==> config.mk <==
export PLATFORM = sky130hd
export DESIGN_NAME = tlv_record_deframer_core
export DESIGN_NICKNAME = d
export VERILOG_FILES = /design/src/rtl/tlvdf_pkg.sv /design/src/rtl/tlv_record_deframer_core.sv
export SDC_FILE = /design/constraint.sdc
export NUM_CORES = 1
export LEC_CHECK = 0
export BUFFER_PORTS_ARGS = -buffer_cell sky130_fd_sc_hd__buf_2
export CAP_MARGIN = 20
export CORE_UTILIZATION = 40
export CTS_CLUSTER_SIZE = 30
export DETAILED_ROUTE_END_ITERATION = 10
export SETUP_SLACK_MARGIN = 0.3
export SLEW_MARGIN = 10
export SYNTH_ARGS = -nofsm -noshare
export SYNTH_HDL_FRONTEND = slang
export SYNTH_SLANG_ARGS = --single-unit
==> constraint.sdc <==
create_clock -name clk -period 10.12 [get_ports clk]
set_input_delay 0.506 -clock clk [delete_from_list [all_inputs] [get_ports clk]]
set_output_delay 0.506 -clock clk [all_outputs]
set_load 0.02 [all_outputs]
==> src/rtl/tlvdf_pkg.sv <==
// Shared types and constants for the TLV record deframer.
`timescale 1ns / 1ps
package tlvdf_pkg;

	localparam int HDR_BYTES = 4;
	localparam int HCNT_W = 2;
	localparam logic [HCNT_W-1:0] HCNT_LAST = HCNT_W'(HDR_BYTES - 1);
	localparam logic [HCNT_W-1:0] HCNT_TYPE_END = HCNT_W'(1);

	localparam int BYTE_W = 8;
	localparam int FIELD_W = 16;
	localparam int OUT_DATA_W = 64;
	localparam int OUT_USER_W = 3;

	typedef enum logic [1:0] {
		ST_OK      = 2'd0,
		ST_TRUNC   = 2'd1,
		ST_OVERRUN = 2'd2
	} status_t;

	typedef struct packed {
		logic [FIELD_W-1:0] record_type;
		logic [FIELD_W-1:0] record_length;
		logic [BYTE_W-1:0]  value_byte;
		logic [FIELD_W-1:0] value_offset;
		logic               value_valid;
		logic               record_end;
		logic               payload_end;
		status_t            status;
	} result_t;

endpackage

==> src/rtl/tlv_record_deframer_core.sv <==
// Top level of the TLV record deframer: byte stream in, tagged value bytes out.
//
// Channel   Dir  tdata                         tuser                     tlast
// s_axis    in   [7:0] data_byte               -                         last_byte
// m_axis    out  [15:0] record_type,           [0] value_valid,          payload_end
//                [31:16] record_length,        [2:1] status
//                [39:32] value_byte, [55:40] value_offset, [56] record_end
//
// One byte per cycle sustained while m_axis_tready is high. A transfer is held
// in the input register, decoded combinationally and written to the result
// register. Reset clears the header and value counters; the result register
// holds while a result waits on m_axis_tready, backed up by the input register.
`timescale 1ns / 1ps
module tlv_record_deframer_core
	import tlvdf_pkg::*;
(
	input  logic                  clk,
	input  logic                  arst_n,
	input  logic                  s_axis_tvalid,
	output logic                  s_axis_tready,
	input  logic [BYTE_W-1:0]     s_axis_tdata,   // [7:0] data_byte
	input  logic                  s_axis_tlast,
	output logic                  m_axis_tvalid,
	input  logic                  m_axis_tready,
	output logic [OUT_DATA_W-1:0] m_axis_tdata,   // record_type, record_length,
	                                              // value_byte, value_offset,
	                                              // record_end, zero fill
	output logic [OUT_USER_W-1:0] m_axis_tuser,   // value_valid, status
	output logic                  m_axis_tlast
);

	logic               valid_s1;
	logic [BYTE_W-1:0]  byte_s1;
	logic               last_s1;
	logic               advance;

	logic [HCNT_W-1:0]  header_count_q;
	logic               in_value_q;
	logic [FIELD_W-1:0] held_type_q;
	logic [FIELD_W-1:0] held_length_q;
	logic [FIELD_W-1:0] bytes_left_q;
	logic [FIELD_W-1:0] current_offset_q;

	logic [HCNT_W-1:0]  header_count_d;
	logic               in_value_d;
	logic [FIELD_W-1:0] held_type_d;
	logic [FIELD_W-1:0] held_length_d;
	logic [FIELD_W-1:0] bytes_left_d;
	logic [FIELD_W-1:0] current_offset_d;

	result_t            res_d;
	logic               res_en;
	result_t            res_q;
	logic               out_valid_q;
	logic [FIELD_W-1:0] left;
	logic               done;

	assign advance = valid_s1 && (!out_valid_q || m_axis_tready);
	assign s_axis_tready = !valid_s1 || advance;

	always_ff @(posedge clk or negedge arst_n) begin
		if (!arst_n) begin
			valid_s1 <= 1'b0;
		end else if (s_axis_tready) begin
			valid_s1 <= s_axis_tvalid;
		end
	end

	always_ff @(posedge clk) begin
		if (s_axis_tvalid && s_axis_tready) begin
			byte_s1 <= s_axis_tdata;
			last_s1 <= s_axis_tlast;
		end
	end

	always_comb begin
		header_count_d   = header_count_q;
		in_value_d       = in_value_q;
		held_type_d      = held_type_q;
		held_length_d    = held_length_q;
		bytes_left_d     = bytes_left_q;
		current_offset_d = current_offset_q;
		res_d            = '0;
		res_en           = 1'b0;
		left             = bytes_left_q - FIELD_W'(1);
		done             = (left == '0);

		if (!in_value_q) begin
			if (header_count_q <= HCNT_TYPE_END) begin
				held_type_d = {held_type_q[FIELD_W-BYTE_W-1:0], byte_s1};
			end else begin
				held_length_d = {held_length_q[FIELD_W-BYTE_W-1:0], byte_s1};
			end
			if (header_count_q != HCNT_LAST) begin
				header_count_d = header_count_q + HCNT_W'(1);
				if (last_s1) begin
					res_en            = 1'b1;
					res_d.payload_end = 1'b1;
					res_d.status      = ST_TRUNC;
				end
			end else begin
				header_count_d = '0;
				if (held_length_d == '0) begin
					res_en            = 1'b1;
					res_d.record_type = held_type_d;
					res_d.record_end  = 1'b1;
					res_d.payload_end = last_s1;
					res_d.status      = ST_OK;
					held_type_d       = '0;
				end else if (last_s1) begin
					res_en              = 1'b1;
					res_d.record_type   = held_type_d;
					res_d.record_length = held_length_d;
					res_d.payload_end   = 1'b1;
					res_d.status        = ST_OVERRUN;
				end else begin
					in_value_d       = 1'b1;
					bytes_left_d     = held_length_d;
					current_offset_d = '0;
				end
			end
		end else begin
			res_en              = 1'b1;
			res_d.record_type   = held_type_q;
			res_d.record_length = held_length_q;
			res_d.value_byte    = byte_s1;
			res_d.value_offset  = current_offset_q;
			res_d.value_valid   = 1'b1;
			res_d.record_end    = done;
			res_d.payload_end   = last_s1;
			res_d.status        = (last_s1 && !done) ? ST_OVERRUN : ST_OK;
			bytes_left_d        = left;
			current_offset_d    = current_offset_q + FIELD_W'(1);
			if (done) begin
				in_value_d       = 1'b0;
				held_type_d      = '0;
				held_length_d    = '0;
				current_offset_d = '0;
			end
		end

		if (last_s1) begin
			header_count_d   = '0;
			in_value_d       = 1'b0;
			held_type_d      = '0;
			held_length_d    = '0;
			bytes_left_d     = '0;
			current_offset_d = '0;
		end
	end

	always_ff @(posedge clk or negedge arst_n) begin
		if (!arst_n) begin
			header_count_q   <= '0;
			in_value_q       <= 1'b0;
			held_type_q      <= '0;
			held_length_q    <= '0;
			bytes_left_q     <= '0;
			current_offset_q <= '0;
		end else if (advance) begin
			header_count_q   <= header_count_d;
			in_value_q       <= in_value_d;
			held_type_q      <= held_type_d;
			held_length_q    <= held_length_d;
			bytes_left_q     <= bytes_left_d;
			current_offset_q <= current_offset_d;
		end
	end

	always_ff @(posedge clk or negedge arst_n) begin
		if (!arst_n) begin
			out_valid_q <= 1'b0;
		end else if (advance) begin
			out_valid_q <= res_en;
		end else if (m_axis_tready) begin
			out_valid_q <= 1'b0;
		end
	end

	always_ff @(posedge clk) begin
		if (advance && res_en) begin
			res_q <= res_d;
		end
	end

	assign m_axis_tvalid = out_valid_q;
	assign m_axis_tlast  = res_q.payload_end;
	assign m_axis_tuser  = {res_q.status, res_q.value_valid};
	assign m_axis_tdata  = {{(OUT_DATA_W - 4 * FIELD_W - BYTE_W + FIELD_W - 1){1'b0}},
		res_q.record_end, res_q.value_offset, res_q.value_byte,
		res_q.record_length, res_q.record_type};

	a_last_clears: assert property (@(posedge clk) disable iff (!arst_n)
		advance && last_s1 |=> header_count_q == '0 && !in_value_q)
		else $error("state not cleared after payload end");

	a_value_pending: assert property (@(posedge clk) disable iff (!arst_n)
		in_value_q |-> bytes_left_q != '0)
		else $error("value phase with no bytes left");

	a_end_ok: assert property (@(posedge clk) disable iff (!arst_n)
		out_valid_q && res_q.record_end |-> res_q.status == ST_OK)
		else $error("completed record flagged with error");

	a_trunc_empty: assert property (@(posedge clk) disable iff (!arst_n)
		out_valid_q && res_q.status == ST_TRUNC |-> !res_q.value_valid && res_q.payload_end)
		else $error("truncated header result malformed");

endmodule

### Word level (Yosys, flattened, before mapping)

Index checks and enable logic that the tools add are counted.

| word-level totals | value |
|---|---|
| register bits | 139 |
| input port bits | 13 |
| output and inout bits | 70 |
| word-level logic and storage cells | 89 |

| operators by class | value |
|---|---|
| add/subtract/negate cells | 3 |
| magnitude comparators | 1 |
| equal/unequal tests | 5 |
| mux-type cells | 47 |
| reduce and logical (&&, ||, !) cells | 15 |

Operator list:

| kind | number |
|---|---|
| $mux 16 | 21 |
| $mux 32 | 3 |
| $logic_not 16->1 | 2 |
| $add 16x1->16 const B | 1 |
| $sub 16x1->16 const B | 1 |
| $mux 1 | 14 |
| $mux 3 | 4 |
| $mux 2 | 4 |
| $ne 3x3->1 const B | 2 |
| $logic_and 1x1->1 | 4 |
| $mux 4 | 1 |
| $ne 2x2->1 const B | 2 |
| $reduce_and 2->1 | 2 |
| $logic_not 1->1 | 3 |
| $ne 3x2->1 const B | 1 |
| $reduce_and 3->1 | 1 |
| $add 2x1->2 const B | 1 |
| $le 2x1->1 const B | 1 |
| $logic_or 1x1->1 | 2 |
| $reduce_bool 2->1 | 1 |

### Longest topological paths before layout

| depth | value |
|---|---|
| depth after elaboration | 8 |
| mapped depth | 12 |

### Worst setup path before layout

Ideal clock, no wire load.

| timing path | value |
|---|---|
| path type | flip-flop to flip-flop |
| start | register header_count_q[1] |
| end | register res_q (netlist bit m_axis_tdata[0]) (enable) |
| arrival time | 4.420 ns |
| path slack | 5.199 ns |
| stages on the path, launching flop included | 8 |
| path buffers | 1 |
| cell sequence | dfrtp_1 -> inv_1 -> ha_1 -> nor2b_1 -> clkbuf_1 -> o211a_1 -> nand3_1 -> a21oi_1 |

| on the way | value |
|---|---|
| longest elaborated chain between the ends | 8 |

Ends and longest elaborated chain:

| element | RTL line | text |
|---|---|---|
| from (decl) | tlv_record_deframer_core.sv:37 | `logic [HCNT_W-1:0] header_count_q;` |
| from (signal assigned) | tlv_record_deframer_core.sv:161 | `header_count_q <= header_count_d;` |
| $le 2x1->1 | tlv_record_deframer_core.sv:89 | `if (header_count_q <= HCNT_TYPE_END) begin` |
| $mux 16 | tlv_record_deframer_core.sv:89 |  |
| $mux 16 | tlv_record_deframer_core.sv:88 | `if (!in_value_q) begin` |
| $logic_not 16->1 | tlv_record_deframer_core.sv:103 | `if (held_length_d == '0) begin` |
| $mux 1 | tlv_record_deframer_core.sv:103 |  |
| $mux 1 (*) | tlv_record_deframer_core.sv:94 | `if (header_count_q != HCNT_LAST) begin` |
| $mux 1 (*) | tlv_record_deframer_core.sv:88 |  |
| $logic_and 1x1->1 (*) | tlv_record_deframer_core.sv:181 | `if (advance && res_en) begin` |
| to (signal assigned) | tlv_record_deframer_core.sv:182 | `res_q <= res_d;` |
| to (decl) | tlv_record_deframer_core.sv:53 | `result_t res_q;` |

Mark *: on every way between the ends. The rest lies on a longest branch, timed or not. The select of a mux whose other input is x is not followed.
A chain may end at the register's enable or synchronous reset.

### Worst setup path in the final report

| timing path | value |
|---|---|
| start | register bytes_left_q[0] |
| end | register held_length_q[8] |

| on the way | value |
|---|---|
| longest elaborated chain between the ends | 4 |

Ends and longest elaborated chain:

| element | RTL line | text |
|---|---|---|
| from (decl) | tlv_record_deframer_core.sv:41 | `logic [FIELD_W-1:0] bytes_left_q;` |
| from (signal assigned) | tlv_record_deframer_core.sv:165 | `bytes_left_q <= bytes_left_d;` |
| $sub 16x1->16 | tlv_record_deframer_core.sv:85 | `left = bytes_left_q - FIELD_W'(1);` |
| $logic_not 16->1 | tlv_record_deframer_core.sv:86 | `done = (left == '0);` |
| $ne 3x2->1 (no line) | -- |  |
| $reduce_and 2->1 (no line) | -- |  |
| to (signal assigned) | tlv_record_deframer_core.sv:164 | `held_length_q <= held_length_d;` |
| to (decl) | tlv_record_deframer_core.sv:40 | `logic [FIELD_W-1:0] held_length_q;` |

No other way between the ends.

==> results.rst <==
.. list-table::
   :header-rows: 1

   * - Metric
     - Value
   * - Clk sinks
     - 139
   * - Cell with the most instances after synthesis
     - edfxtp_1
   * - Hold path endpoint
     - byte_s1[7]$_DFFE_PP_
   * - PD cells
     - 298.0 nW/um^2
   * - Placement-stage cell area
     - 7131 sq um
   * - Total Die Area
     - 17,050 sq um
   * - Post-CTS Hold Buffers
     - 0
   * - Clk pin slew, worst setup/hold paths
     - 60 ps
   * - Wire length reported by the detailed router
     - 15.80 mm
   * - Number of gates given a new drive strength after cts
     - 0
   * - Core Box Area
     - about 16,000 sq um
   * - Multi-input gate area
     - 2566 sq um
   * - Cell area after layout
     - ~7700 sq um
   * - Post-synthesis average cell area
     - 11.34 sq um
   * - WHS Path Cells
     - 1
   * - First-iteration detailed-routing DRC count
     - between 300 and 400
   * - Worst-case clock skew
     - 8.498 ps
   * - TritonCTS Buffers
     - 17
   * - Final clock period utilization by the worst path
     - 35.87%
   * - CP max FO
     - 20
   * - Die Span Y
     - approximately 130 microns
   * - IR Drop Worst-Case VDD
     - 125.2 uV
   * - Setup TNS after final layout
     - 0 ps
   * - Bufs on Longest Clock Path
     - 2
   * - Setup repair after global routing missed its margin
     - false
   * - Via count of the first global-routing pass
     - 4,635
   * - Flops & latches, synth
     - 139
   * - DRT antenna net count
     - 0
   * - Crit path DAT
     - 3940 ps
   * - Cell count after synthesis
     - 583
   * - Area fraction of the dominant cell type after synthesis
     - 31.79%
   * - Crit path time final
     - 3630 ps
   * - Count of TritonRoute iterations in the first routing pass
     - 6
   * - Antenna diodes
     - 0
   * - Required @ worst endpoint
     - 10,430 ps
   * - Cell variety after synth
     - 66
   * - Library cell with the largest summed area after synthesis
     - edfxtp_1
   * - FF+latch area
     - approximately 3800 sq um
   * - Number of slew-limit violations in the final report
     - 0
   * - Fraction of final layout cells with drive strength greater than 1
     - 19.39%
   * - Startpoint of the most critical hold path
     - s_axis_tdata[7]
   * - Number of maximum-capacitance violations
     - 0
   * - Final Hold Vio Count
     - 0
   * - Relative max-transition margin
     - between 30% and 40%
   * - Clock latency reported for the late side of the worst-skew pair
     - between 400 and 500 ps
   * - Number of buffer cells added on primary ports
     - 75
   * - Clock tree from TritonCTS
     - built
   * - Top-Level Pins
     - a little over 80
   * - Class of the tightest hold or removal check
     - primary input to flop
   * - Level count of the clock H-tree
     - 4
   * - Filler cell count in the final layout
     - 1,496
   * - Wirelength per Cell
     - 18.04 microns
   * - Maximum number of pins on one net before global-route repair
     - 70
   * - Total routing usage reported by global routing
     - 19.62%
   * - Setup violations, final
     - 0
   * - Overall overflow remaining after global route
     - 0
   * - Critical Path Source Type
     - flop
   * - Peak Freq
     - 275.5 MHz
   * - Capture instance of the worst register-to-register path
     - held_length_q[8]$_DFFE_PN0P_
   * - Global-route wire length before repair
     - 25.10 mm
   * - Commonest cells in the synthesized netlist
     - 70 x edfxtp_1, 69 x dfrtp_1, 60 x a22o_1, 53 x nand2_1, 36 x o21ai_0
   * - Antenna violations before repair
     - 0
   * - DRC violations left
     - 0
   * - Transition at the pin with the smallest max-transition slack
     - ~930 ps
   * - R2r setup slk
     - between 6000 and 7000 ps
   * - Share of async-settable or async-resettable flops after synthesis
     - between 40% and 50%
   * - CTS Root Buffer Type
     - clkbuf_16
   * - Buffer count from post-CTS setup fixing
     - 0
   * - Seq/Total Area, Yosys
     - 57.91%
   * - Routed vias
     - ~5,000
   * - Startpoint of the lowest-slack register-to-register path
     - bytes_left_q[0]$_DFFE_PN0P_
   * - Synthesized cell area
     - 6611 sq um
   * - Main flop type after synthesis
     - edfxtp_1
   * - Number of placement rows
     - 46
   * - Global placement routability congestion
     - 0.8354
   * - R2R cell count
     - 9
   * - Sum of net half-perimeters after detailed placement
     - 10.54 mm
   * - Effective utilization at floorplan
     - 41.32%
   * - Outcome
     - complete, no violations
   * - Area contributors post-synth
     - edfxtp_1 32%, dfrtp_1 26%, a22o_1 7.9%
   * - Width of the chip
     - approximately 130 microns
   * - Critical path class
     - flop to flop
   * - Category of the worst setup path capture point
     - flop
   * - Drt via density
     - 5.557
   * - Number of synthesized flops with an enable pin
     - 70
   * - Number of nets in the layout
     - 665
   * - Synth-to-Final Area Change
     - 17.18%
   * - Warnings, synthesis
     - 0
   * - LEAKAGE
     - about 3.2 nW
   * - Count of placed standard cells in the final layout, fillers left out
     - 876
   * - Number of instances in the placed design
     - roughly 840
==> layout by cell type (no fill, tap or decap), types with 3 or more instances in the layout <==
cell type	synthesis	final
buf_2	2	75
edfxtp_1	70	70
dfrtp_1	69	69
a22o_1	60	60
nand2_1	53	53
o21ai_0	36	36
nor2_1	34	34
and2_1	26	26
a21oi_1	20	19
nand3_1	18	18
clkbuf_16	0	17
nor3_1	15	15
mux2i_1	11	11
a21o_1	10	10
inv_1	9	9
or3_1	9	9
nand2b_1	8	8
nor4_1	7	7
o2bb2ai_1	7	7
conb_1	1	7
buf_4	7	7
and3_1	6	6
o22ai_1	6	6
or2_2	5	5
ha_1	5	5
clkinv_2	0	5
nor2b_1	4	4
o211ai_1	4	4
bufinv_16	0	4
nand4b_1	3	3
==> through the flow <==
step / util (%) / total power, mW / hold WS (ps) / worst slack (ps)
final: 48.42 / 2.309 / 262.7 / 6490
after global routing: 48.42 / 2.442 / 250.2 / 6238
after CTS: 48.42 / 2.320 / 247.8 / 6486
after detailed placement: 44.57 / 1.664 / 482.7 / 6506
after global placement: 44.57 / 1.651 / 483.7 / 6551
after floorplan: - / 1.461 / 210.4 / 5199
==> final cells by class <==
type,count,share of cell area [%]
Sequential cell,139,49.42
Multi-Input combinational cell,397,33.12
Clock buffer,19,5.717
Timing Repair Buffer,82,5.523
Tap cell,216,3.488
Clock inverter,13,2.245
Inverter,10,0.4845
==> report_power, final <==
| group | switching [mW] | total, mW | internal (mW) |
|---|---|---|---|
| sequential | 0.119 | 0.859 | 0.740 |
| combinational | 0.517 | 0.800 | 0.283 |
| clock | 0.234 | 0.650 | 0.416 |
==> cell families after synthesis <==
| logic type | after synthesis | share of synthesized area (%) |
|---|---|---|
| flip-flops | 139 | 57.91 |
| adder cells (fa/ha/maj) | 5 | 0.9463 |
| other | 1 | 0.05672 |
| AND/OR/NAND/NOR | 200 | 15.84 |
| buffers and inverters | 53 | 3.785 |
| XOR/XNOR | 3 | 0.3975 |
| AO/OA/AOI/OAI | 170 | 19.23 |
| multiplexers | 12 | 1.836 |
==> layer usage <==
| layer | routed length, microns | part of all wire [%] | GRT usage, % |
|---|---|---|---|
| met1 | 7297 | 46 | 26.36 |
| met4 | 461 | 2.9 | 9.533 |
| met3 | 847 | 5.4 | 4.520 |
| met2 | 7196 | 46 | 29.94 |
| met5 | 0 | 0 | 0 |
==> worst max-delay path by stage <==
stage	startpoint	to	slack, ps
CTS	bytes_left_q[0]$_DFFE_PN0P_	current_offset_q[4]$_DFFE_PN0P_	6490
floorplan	header_count_q[1]$_DFFE_PN0P_	m_axis_tdata[0]$_DFFE_PP_	5200
finish	bytes_left_q[0]$_DFFE_PN0P_	held_length_q[8]$_DFFE_PN0P_	6490
global placement	bytes_left_q[0]$_DFFE_PN0P_	held_length_q[8]$_DFFE_PN0P_	6550
detailed placement	bytes_left_q[0]$_DFFE_PN0P_	current_offset_q[13]$_DFFE_PN0P_	6510
global route	bytes_left_q[0]$_DFFE_PN0P_	current_offset_q[4]$_DFFE_PN0P_	6240
==> registers in the layout, indices dropped and copies added (netlist names), 2 cells and up <==
name,flops
held_length_q,16
header_count_q,2
m_axis_tdata,57
m_axis_tuser,3
current_offset_q,16
byte_s1,8
bytes_left_q,16
held_type_q,16
==> critical path, cell delays in order (launching register included) <==
cell	delay (ps)
dfrtp_1	430
inv_1	110
ha_1	440
or4b_1	600
nor3_1	310
o21bai_4	90
a2111oi_4	470
a21oi_2	320
a211o_1	500
a22o_1	240
Power figures use the tool's default switching activity.
